==> src/hdl/i2cbw_pkg.sv <==
// Shared types and constants for the I2C master byte writer.
// No dependencies; every other file of the block but i2cbw_check uses this package.
package i2cbw_pkg;

   localparam int unsigned HALF_W    = 8;
   localparam int unsigned STRETCH_W = 14;
   localparam int unsigned BYTE_W    = 8;
   localparam int unsigned BITCNT_W  = 4;
   localparam int unsigned CSR_IDX_W = 2;
   localparam int unsigned CSR_DAT_W = 14;

   localparam logic [HALF_W-1:0]    HALF_PHASE_RESET = 8'd5;
   localparam logic [STRETCH_W-1:0] STRETCH_RESET    = 14'd10000;
   localparam logic [BITCNT_W-1:0]  DATA_BITS        = 4'd8;

   // Register indexes on the configuration port
   localparam logic [CSR_IDX_W-1:0] CSR_HALF_PHASE = 2'd0;
   localparam logic [CSR_IDX_W-1:0] CSR_STRETCH    = 2'd1;

   // Command codes
   localparam logic CMD_TICK = 1'b0;
   localparam logic CMD_SEND = 1'b1;

   // Bus sequencer phases, one-hot
   typedef enum logic [4:0] {
      PH_IDLE    = 5'b00001,
      PH_LOW     = 5'b00010,
      PH_DATA    = 5'b00100,
      PH_STRETCH = 5'b01000,
      PH_HIGH    = 5'b10000
   } phase_type;

   typedef struct packed {
      logic              cmd;
      logic [BYTE_W-1:0] byte_in;
      logic              scl_level;
      logic              sda_level;
   } req_type;

   typedef struct packed {
      logic scl_drive_low;
      logic sda_drive_low;
      logic busy_res;
      logic done_res;
      logic acked;
      logic stretch_expired;
   } rsp_type;

endpackage

==> src/hdl/i2cbw_if.sv <==
// Valid/ready channel interfaces: tick/command input, result output, register writes.
// Depends on i2cbw_pkg for field widths.
interface i2cbw_req_if;
   logic                          valid;
   logic                          ready;
   logic                          cmd;
   logic [i2cbw_pkg::BYTE_W-1:0]  byte_in;
   logic                          scl_level;
   logic                          sda_level;

   modport source (output valid, cmd, byte_in, scl_level, sda_level, input ready);
   modport sink   (input valid, cmd, byte_in, scl_level, sda_level, output ready);
endinterface

interface i2cbw_rsp_if;
   logic valid;
   logic ready;
   logic scl_drive_low;
   logic sda_drive_low;
   logic busy_res;
   logic done_res;
   logic acked;
   logic stretch_expired;

   modport source (output valid, scl_drive_low, sda_drive_low, busy_res, done_res, acked,
                   stretch_expired, input ready);
   modport sink   (input valid, scl_drive_low, sda_drive_low, busy_res, done_res, acked,
                   stretch_expired, output ready);
endinterface

interface i2cbw_csr_if;
   logic                            valid;
   logic                            ready;
   logic [i2cbw_pkg::CSR_IDX_W-1:0] index;
   logic [i2cbw_pkg::CSR_DAT_W-1:0] data;

   modport source (output valid, index, data, input ready);
   modport sink   (input valid, index, data, output ready);
endinterface

==> src/hdl/i2cbw_seq.sv <==
// Bit sequencer: phase register, shift register, delay and stretch counters.
// Depends on i2cbw_pkg; steps once per accepted word and reports the updated drives.
module i2cbw_seq (
   input  logic                                 clock,
   input  logic                                 reset,
   input  logic                                 step,
   input  i2cbw_pkg::req_type                   req,
   input  logic [i2cbw_pkg::HALF_W-1:0]         half_phase_ticks,
   input  logic [i2cbw_pkg::STRETCH_W-1:0]      stretch_limit,
   output i2cbw_pkg::rsp_type                   rsp_next
);
   import i2cbw_pkg::*;

   phase_type             phase_ff,         phase_in;
   logic [BYTE_W-1:0]     shift_ff,         shift_in;
   logic [BITCNT_W-1:0]   bit_count_ff,     bit_count_in;
   logic [HALF_W-1:0]     wait_count_ff,    wait_count_in;
   logic [STRETCH_W-1:0]  stretch_count_ff, stretch_count_in;
   logic                  ack_ff,           ack_in;
   logic                  expired_ff,       expired_in;
   logic                  scl_hold_ff,      scl_hold_in;
   logic                  sda_hold_ff,      sda_hold_in;
   logic                  done;

   logic [HALF_W-1:0]     half_lim;
   logic [STRETCH_W-1:0]  stretch_lim;
   logic [HALF_W-1:0]     wait_inc;
   logic [STRETCH_W-1:0]  stretch_inc;
   logic                  delay_hit;
   logic                  stretch_hit;
   logic                  data_left;

   // Zero limits act as one
   assign half_lim    = (half_phase_ticks == '0) ? HALF_W'(1) : half_phase_ticks;
   assign stretch_lim = (stretch_limit == '0) ? STRETCH_W'(1) : stretch_limit;
   assign wait_inc    = wait_count_ff + HALF_W'(1);
   assign stretch_inc = stretch_count_ff + STRETCH_W'(1);
   assign delay_hit   = (wait_inc >= half_lim);
   assign stretch_hit = (stretch_inc >= stretch_lim);
   assign data_left   = (bit_count_ff < DATA_BITS);

   // Next state for one word
   always_comb begin
      phase_in         = phase_ff;
      shift_in         = shift_ff;
      bit_count_in     = bit_count_ff;
      wait_count_in    = wait_count_ff;
      stretch_count_in = stretch_count_ff;
      ack_in           = ack_ff;
      expired_in       = expired_ff;
      scl_hold_in      = scl_hold_ff;
      sda_hold_in      = sda_hold_ff;
      done             = 1'b0;

      unique case (phase_ff)
         PH_IDLE: begin
            if (req.cmd == CMD_SEND) begin
               shift_in         = req.byte_in;
               bit_count_in     = '0;
               wait_count_in    = '0;
               stretch_count_in = '0;
               ack_in           = 1'b0;
               expired_in       = 1'b0;
               scl_hold_in      = 1'b1;
               phase_in         = PH_LOW;
            end
         end
         PH_LOW: begin
            wait_count_in = delay_hit ? '0 : wait_inc;
            if (delay_hit) begin
               if (data_left) begin
                  sda_hold_in = ~shift_ff[BYTE_W-1];
                  phase_in    = PH_DATA;
               end else begin
                  // acknowledge clock skips the data setup
                  scl_hold_in      = 1'b0;
                  stretch_count_in = '0;
                  phase_in         = PH_STRETCH;
               end
            end
         end
         PH_DATA: begin
            wait_count_in = delay_hit ? '0 : wait_inc;
            if (delay_hit) begin
               scl_hold_in      = 1'b0;
               stretch_count_in = '0;
               phase_in         = PH_STRETCH;
            end
         end
         PH_STRETCH: begin
            if (req.scl_level) begin
               wait_count_in = '0;
               phase_in      = PH_HIGH;
            end else begin
               stretch_count_in = stretch_inc;
               if (stretch_hit) begin
                  // give up on the stretch and carry on
                  expired_in    = 1'b1;
                  wait_count_in = '0;
                  phase_in      = PH_HIGH;
               end
            end
         end
         PH_HIGH: begin
            wait_count_in = delay_hit ? '0 : wait_inc;
            if (delay_hit) begin
               scl_hold_in = 1'b1;
               if (data_left) begin
                  shift_in     = {shift_ff[BYTE_W-2:0], 1'b0};
                  bit_count_in = bit_count_ff + BITCNT_W'(1);
                  if (bit_count_in == DATA_BITS) begin
                     sda_hold_in = 1'b0;
                  end
                  phase_in = PH_LOW;
               end else begin
                  ack_in   = ~req.sda_level;
                  phase_in = PH_IDLE;
                  done     = 1'b1;
               end
            end
         end
         default: begin
            phase_in = PH_IDLE;
         end
      endcase
   end

   // Advance on each accepted word
   always_ff @(posedge clock) begin
      if (reset) begin
         phase_ff         <= PH_IDLE;
         shift_ff         <= '0;
         bit_count_ff     <= '0;
         wait_count_ff    <= '0;
         stretch_count_ff <= '0;
         ack_ff           <= 1'b0;
         expired_ff       <= 1'b0;
         scl_hold_ff      <= 1'b0;
         sda_hold_ff      <= 1'b0;
      end else if (step) begin
         phase_ff         <= phase_in;
         shift_ff         <= shift_in;
         bit_count_ff     <= bit_count_in;
         wait_count_ff    <= wait_count_in;
         stretch_count_ff <= stretch_count_in;
         ack_ff           <= ack_in;
         expired_ff       <= expired_in;
         scl_hold_ff      <= scl_hold_in;
         sda_hold_ff      <= sda_hold_in;
      end
   end

   // Result word reflects the updated state
   always_comb begin
      rsp_next.scl_drive_low   = scl_hold_in;
      rsp_next.sda_drive_low   = sda_hold_in;
      rsp_next.busy_res        = (phase_in != PH_IDLE);
      rsp_next.done_res        = done;
      rsp_next.acked           = ack_in;
      rsp_next.stretch_expired = expired_in;
   end

endmodule

==> src/hdl/i2c_master_byte_writer.sv <==
// Top level of the I2C master byte writer: channels, configuration registers, result register.
// Depends on i2cbw_pkg, the channel interfaces and i2cbw_seq.
//
//   channel   dir  word                                        accepted when
//   req_bus   in   cmd, byte_in, scl_level, sda_level          valid && ready
//   rsp_bus   out  scl/sda drives, busy, done, acked, expired  valid && ready
//   csr_bus   in   index, data (register writes)               valid && ready
//
// The sequencer updates on the accepting edge and the result lands in the output
// register on that same edge; one word per cycle while rsp_bus is not stalled.
// A stalled result holds in the output register; req_bus.ready follows
// rsp_bus.ready while a result waits. csr_bus is always ready.
// Reset (synchronous) idles the sequencer, empties the output register and
// reloads delay 5 and stretch limit 10000.
module i2c_master_byte_writer (
   input logic          clock,
   input logic          reset,
   i2cbw_req_if.sink    req_bus,
   i2cbw_rsp_if.source  rsp_bus,
   i2cbw_csr_if.sink    csr_bus
);
   import i2cbw_pkg::*;

   logic [HALF_W-1:0]    half_ff;
   logic [STRETCH_W-1:0] stretch_ff;
   logic                 rsp_valid_ff, rsp_valid_in;
   rsp_type              rsp_ff;
   rsp_type              rsp_next;
   req_type              req_word;
   logic                 req_take;

   // Take a new word when the output register is free or being emptied
   assign req_bus.ready = !rsp_valid_ff || rsp_bus.ready;
   assign req_take      = req_bus.valid && req_bus.ready;
   assign csr_bus.ready = 1'b1;

   assign req_word.cmd       = req_bus.cmd;
   assign req_word.byte_in   = req_bus.byte_in;
   assign req_word.scl_level = req_bus.scl_level;
   assign req_word.sda_level = req_bus.sda_level;

   i2cbw_seq u_seq (
      .clock            (clock),
      .reset            (reset),
      .step             (req_take),
      .req              (req_word),
      .half_phase_ticks (half_ff),
      .stretch_limit    (stretch_ff),
      .rsp_next         (rsp_next)
   );

   // Configuration registers; unknown indexes drop
   always_ff @(posedge clock) begin
      if (reset) begin
         half_ff    <= HALF_PHASE_RESET;
         stretch_ff <= STRETCH_RESET;
      end else if (csr_bus.valid) begin
         if (csr_bus.index == CSR_HALF_PHASE) begin
            half_ff <= csr_bus.data[HALF_W-1:0];
         end
         if (csr_bus.index == CSR_STRETCH) begin
            stretch_ff <= csr_bus.data[STRETCH_W-1:0];
         end
      end
   end

   // Output register
   assign rsp_valid_in = req_take || (rsp_valid_ff && !rsp_bus.ready);

   always_ff @(posedge clock) begin
      if (reset) begin
         rsp_valid_ff <= 1'b0;
      end else begin
         rsp_valid_ff <= rsp_valid_in;
      end
   end

   always_ff @(posedge clock) begin
      if (req_take) begin
         rsp_ff <= rsp_next;
      end
   end

   assign rsp_bus.valid           = rsp_valid_ff;
   assign rsp_bus.scl_drive_low   = rsp_ff.scl_drive_low;
   assign rsp_bus.sda_drive_low   = rsp_ff.sda_drive_low;
   assign rsp_bus.busy_res        = rsp_ff.busy_res;
   assign rsp_bus.done_res        = rsp_ff.done_res;
   assign rsp_bus.acked           = rsp_ff.acked;
   assign rsp_bus.stretch_expired = rsp_ff.stretch_expired;

endmodule

==> src/flat_wrapper.sv <==
// flat-port wrapper written by rule: the top's interface ports become plain ports
module i2c_master_byte_writer_flat import i2cbw_pkg::*;
  (clock, reset, req_bus_valid, req_bus_cmd, req_bus_byte_in, req_bus_scl_level, req_bus_sda_level, req_bus_ready, rsp_bus_valid, rsp_bus_scl_drive_low, rsp_bus_sda_drive_low, rsp_bus_busy_res, rsp_bus_done_res, rsp_bus_acked, rsp_bus_stretch_expired, rsp_bus_ready, csr_bus_valid, csr_bus_index, csr_bus_data, csr_bus_ready);
  i2cbw_req_if req_bus_i ();
  i2cbw_rsp_if rsp_bus_i ();
  i2cbw_csr_if csr_bus_i ();
  input logic clock;
  input logic reset;
  input wire logic [$bits(req_bus_i.valid)-1:0] req_bus_valid;
  input wire logic [$bits(req_bus_i.cmd)-1:0] req_bus_cmd;
  input wire logic [$bits(req_bus_i.byte_in)-1:0] req_bus_byte_in;
  input wire logic [$bits(req_bus_i.scl_level)-1:0] req_bus_scl_level;
  input wire logic [$bits(req_bus_i.sda_level)-1:0] req_bus_sda_level;
  output wire logic [$bits(req_bus_i.ready)-1:0] req_bus_ready;
  output wire logic [$bits(rsp_bus_i.valid)-1:0] rsp_bus_valid;
  output wire logic [$bits(rsp_bus_i.scl_drive_low)-1:0] rsp_bus_scl_drive_low;
  output wire logic [$bits(rsp_bus_i.sda_drive_low)-1:0] rsp_bus_sda_drive_low;
  output wire logic [$bits(rsp_bus_i.busy_res)-1:0] rsp_bus_busy_res;
  output wire logic [$bits(rsp_bus_i.done_res)-1:0] rsp_bus_done_res;
  output wire logic [$bits(rsp_bus_i.acked)-1:0] rsp_bus_acked;
  output wire logic [$bits(rsp_bus_i.stretch_expired)-1:0] rsp_bus_stretch_expired;
  input wire logic [$bits(rsp_bus_i.ready)-1:0] rsp_bus_ready;
  input wire logic [$bits(csr_bus_i.valid)-1:0] csr_bus_valid;
  input wire logic [$bits(csr_bus_i.index)-1:0] csr_bus_index;
  input wire logic [$bits(csr_bus_i.data)-1:0] csr_bus_data;
  output wire logic [$bits(csr_bus_i.ready)-1:0] csr_bus_ready;
  assign req_bus_i.valid = req_bus_valid;
  assign req_bus_i.cmd = req_bus_cmd;
  assign req_bus_i.byte_in = req_bus_byte_in;
  assign req_bus_i.scl_level = req_bus_scl_level;
  assign req_bus_i.sda_level = req_bus_sda_level;
  assign req_bus_ready = req_bus_i.ready;
  assign rsp_bus_valid = rsp_bus_i.valid;
  assign rsp_bus_scl_drive_low = rsp_bus_i.scl_drive_low;
  assign rsp_bus_sda_drive_low = rsp_bus_i.sda_drive_low;
  assign rsp_bus_busy_res = rsp_bus_i.busy_res;
  assign rsp_bus_done_res = rsp_bus_i.done_res;
  assign rsp_bus_acked = rsp_bus_i.acked;
  assign rsp_bus_stretch_expired = rsp_bus_i.stretch_expired;
  assign rsp_bus_i.ready = rsp_bus_ready;
  assign csr_bus_i.valid = csr_bus_valid;
  assign csr_bus_i.index = csr_bus_index;
  assign csr_bus_i.data = csr_bus_data;
  assign csr_bus_ready = csr_bus_i.ready;
  i2c_master_byte_writer u_core (.clock(clock), .reset(reset), .req_bus(req_bus_i), .rsp_bus(rsp_bus_i), .csr_bus(csr_bus_i));
endmodule
==> config.mk <==
export PLATFORM = sky130hd
export DESIGN_NAME = i2c_master_byte_writer_flat
export DESIGN_NICKNAME = d
export VERILOG_FILES = /design/src/hdl/i2cbw_pkg.sv /design/src/hdl/i2cbw_if.sv /design/src/hdl/i2cbw_seq.sv /design/src/hdl/i2c_master_byte_writer.sv /design/src/flat_wrapper.sv
export SDC_FILE = /design/constraint.sdc
export NUM_CORES = 1
export LEC_CHECK = 0
export BUFFER_PORTS_ARGS = -buffer_cell sky130_fd_sc_hd__buf_2
export CELL_PAD_IN_SITES_DETAIL_PLACEMENT = 1
export CELL_PAD_IN_SITES_GLOBAL_PLACEMENT = 1
export CORE_UTILIZATION = 25
export CTS_CLUSTER_DIAMETER = 200
export CTS_CLUSTER_SIZE = 10
export DETAILED_ROUTE_END_ITERATION = 8
export PLACE_DENSITY_LB_ADDON = 0.3
export SYNTH_ARGS = -nofsm -noshare
export SYNTH_HDL_FRONTEND = slang
export SYNTH_SLANG_ARGS = --single-unit
==> constraint.sdc <==
create_clock -name clock -period 4 [get_ports clock]
set_clock_uncertainty 0.05 [all_clocks]
set_input_delay 0.6 -clock clock [delete_from_list [all_inputs] [get_ports clock]]
set_output_delay 0.6 -clock clock [all_outputs]
set_load 0.005 [all_outputs]
==> flow_summary.json <==
{
  "chipWidth_um": 129,
  "cts_buffers": 9,
  "place.gp.congestion": 0.821,
  "min_path_type": "reg2reg",
  "vias_per_cell": 4.79,
  "placed_cell_area_um2": 4440,
  "crit_end": "u_core.u_seq.wait_count_ff[7]$_SDFFE_PP0P_",
  "cp_data_arrival_time_ps": 3820,
  "syn-cell-area_um2": 4060,
  "coreArea_um2": 15900,
  "drt_iter0_markers": 146,
  "avgSynthCellArea_um2": 8.06,
  "hold_buffers": 0,
  "synth-edff-count": 6,
  "clk_path_buf_depth": 2,
  "final_area_um2": 4740,
  "fin_util": 0.298,
  "yosysWarnings": 0,
  "cap_violations": 0,
  "ios": 41,
  "rsz0062_at_grt": "false",
  "synth_top_area_share": 0.326,
  "postCtsResizedCells": 0,
  "clkTransAtPathRegs_ps": 60,
  "mostFrequentLayoutCells": "66 x dfxtp_1, 65 x nand2_1, 59 x nor2_1",
  "syn_inst": 503,
  "grt_pass1_wl_mm": 18.5,
  "antenna_found_initial": 0,
  "portBuffers": 39,
  "hold_depth": 2,
  "drt_wl_total_mm": 11.2,
  "dpl.hpwl_mm": 8.31,
  "r2r_setup_slack_ps": 360,
  "drcViolationCount": 0,
  "post_cts_buffers": 0,
  "drt_pass1_iterations": 4,
  "synth_largest_area_cell": "dfxtp_1",
  "insertion_delay_ps": 340,
  "r2r-end": "u_core.u_seq.wait_count_ff[7]$_SDFFE_PP0P_",
  "grt_pass1_vias": 3802,
  "cts.sinks": 72,
  "start_util": 0.255,
  "cellLeakagePower_nw": 1.91,
  "r2r_start": "u_core.u_seq.stretch_count_ff[0]$_SDFFE_PP0P_",
  "peakVddDrop_mv": 0.193,
  "critical_path_class": "reg2reg",
  "layout-drive-gt1-share": 0.128,
  "endpoint_kind": "register",
  "ff2ff_path_depth": 13,
  "die_area_um2": 16700,
  "die_h_um": 129,
  "period_share": 0.910,
  "hold_viol_final": 0,
  "worstMarginPinSlew_ps": 883,
  "period_needed_ps": 3640,
  "nFillCells": 1946,
  "ant_nets": 0,
  "h-tree-depth": 3,
  "syn-num-nets": 560,
  "power_density_nw_per_um2": 369,
  "cp-start-kind": "register",
  "max-slew-margin-rel": 0.406,
  "cp_max_fo": 11,
  "final_cell_count_no_fill": 754,
  "cts_tree": "done",
  "syn_to_final_growth_pct": 16.8,
  "clockRootBuffer": "clkbuf_16",
  "placedCellCount": 738,
  "grt_overflow": 0,
  "setup-violations-final": 0,
  "mostFrequentLayoutCell": "dfxtp_1",
  "diodes": 0,
  "synth_seq_cells": 72,
  "grt_max_degree": 55,
  "multiInputGateArea_um2": 2330,
  "vias": 3611,
  "grt_usage": 0.143,
  "status": "finished clean",
  "required_ps": 4180,
  "async_reset_ff_frac": 0,
  "rows": 46,
  "synth_area_leaders": "dfxtp_1 33%, ha_1 7.7%, nand2_1 6.0%, nor2_1 5.5%, a21oi_1 5.3%",
  "ys_types": 63,
  "wl_per_cell_um": 14.8,
  "seqCellArea_um2": 1500,
  "setup_tns_ps": 0,
  "setup.worst_path.start": "u_core.u_seq.stretch_count_ff[0]$_SDFFE_PP0P_",
  "nets": 590,
  "synthFlopType": "dfxtp_1",
  "maxSlewViolCount": 0,
  "fmax_mhz": 275,
  "yosysSeqAreaShare": 0.370
}
registers in the layout, indices dropped and copies added, names as in the netlist, 4 cells and up:
register,cells
u_core.u_seq.wait_count_ff,8
u_core.u_seq.bit_count_ff,4
u_core.stretch_ff,14
u_core.u_seq.stretch_count_ff,14
u_core.half_ff,8
u_core.u_seq.shift_ff,8
u_core.u_seq.phase_ff,5
stage by stage:
step                worst slack, ps  hold WS (ps)  total power [mW]
floorplan                       975           394             0.887
global placement                508           407             0.938
detailed placement              348           414             0.944
CTS                             345           422              1.77
global route                   13.3           451              1.82
finish                          359           420              1.75
how the worst min path moves through the flow:
stage	to	from	slack [ps]
after global routing	u_core.u_seq.stretch_count_ff[13]$_SDFFE_PP0P_	u_core.u_seq.stretch_count_ff[13]$_SDFFE_PP0P_	450
after detailed placement	u_core.u_seq.stretch_count_ff[13]$_SDFFE_PP0P_	u_core.u_seq.stretch_count_ff[13]$_SDFFE_PP0P_	410
final	u_core.u_seq.stretch_count_ff[13]$_SDFFE_PP0P_	u_core.u_seq.stretch_count_ff[13]$_SDFFE_PP0P_	420
after CTS	u_core.u_seq.stretch_count_ff[13]$_SDFFE_PP0P_	u_core.u_seq.stretch_count_ff[13]$_SDFFE_PP0P_	420
after global placement	u_core.u_seq.sda_hold_ff$_SDFFE_PP0P_	u_core.u_seq.sda_hold_ff$_SDFFE_PP0P_	410
after floorplan	u_core.half_ff[0]$_SDFFE_PP1P_	u_core.half_ff[0]$_SDFFE_PP1P_	390
report_power, final:
part           internal [mW]  total (mW)  leakage, nW  switching (mW)
clock network          0.500       0.821        0.150           0.321
registers              0.750       0.768        0.596          0.0176
logic                 0.0585       0.158         1.16          0.0995
total                   1.31        1.75         1.91           0.438
cell type report:
cell class | count | share of cell area
multi-input combinational | 376 | 0.491
sequential | 72 | 0.317
tap | 216 | 0.0570
clock buffer | 11 | 0.0512
timing repair buffer | 43 | 0.0475
inverter | 31 | 0.0246
clock inverter | 5 | 0.0116
metal layers:
layer	global-route usage	part of all wire	vias up
met2	0.241	0.49	37
met5	0	0	-
li1	-	-	1833
met1	0.175	0.47	1724
met3	0.0297	0.021	17
met4	0.0630	0.020	0
logic make-up (layout without fill, tap and decap cells):
logic type	count (synthesis)	in the layout	synth area share
AND/OR/NAND/NOR	206	206	0.239
AO/OA/AOI/OAI	118	118	0.199
flip-flops	72	72	0.370
buffers and inverters	55	90	0.0561
adder cells (fa/ha/maj)	25	25	0.0771
XOR/XNOR	22	22	0.0475
multiplexers	4	4	0.00987
other	1	1	0.000924
cell usage after synthesis, types with 3 or more instances:
cell type,number
and3_1,4
buf_1,3
a311oi_1,9
ha_1,25
inv_1,31
xor2_1,9
a31oi_1,3
nor3_1,10
nand3b_1,5
or3_1,6
o21ai_0,20
and2_1,7
dfxtp_1,66
nand2_1,65
nand3_1,21
clkbuf_1,11
buf_2,8
a21oi_1,43
nor2_1,59
a21o_1,4
nor4_1,7
nand4_1,7
a41o_1,4
o211ai_1,6
mux2i_1,4
edfxtp_1,6
nor2b_1,3
xnor2_1,13
a211oi_1,4
worst max-delay path: stages (launching register included):
cell and delay (ps):
dfxtp_1 430, ha_1 270, nand3_1 170, nor2_1 350, and3_1 230, nand3_1 140
xnor2_1 170, ha_1 280, nand4_1 110, nor2_1 190, o311ai_0 200, nand3_1 400
nand2_1 250, a31o_2 300
(Power assumes the default switching activity.)
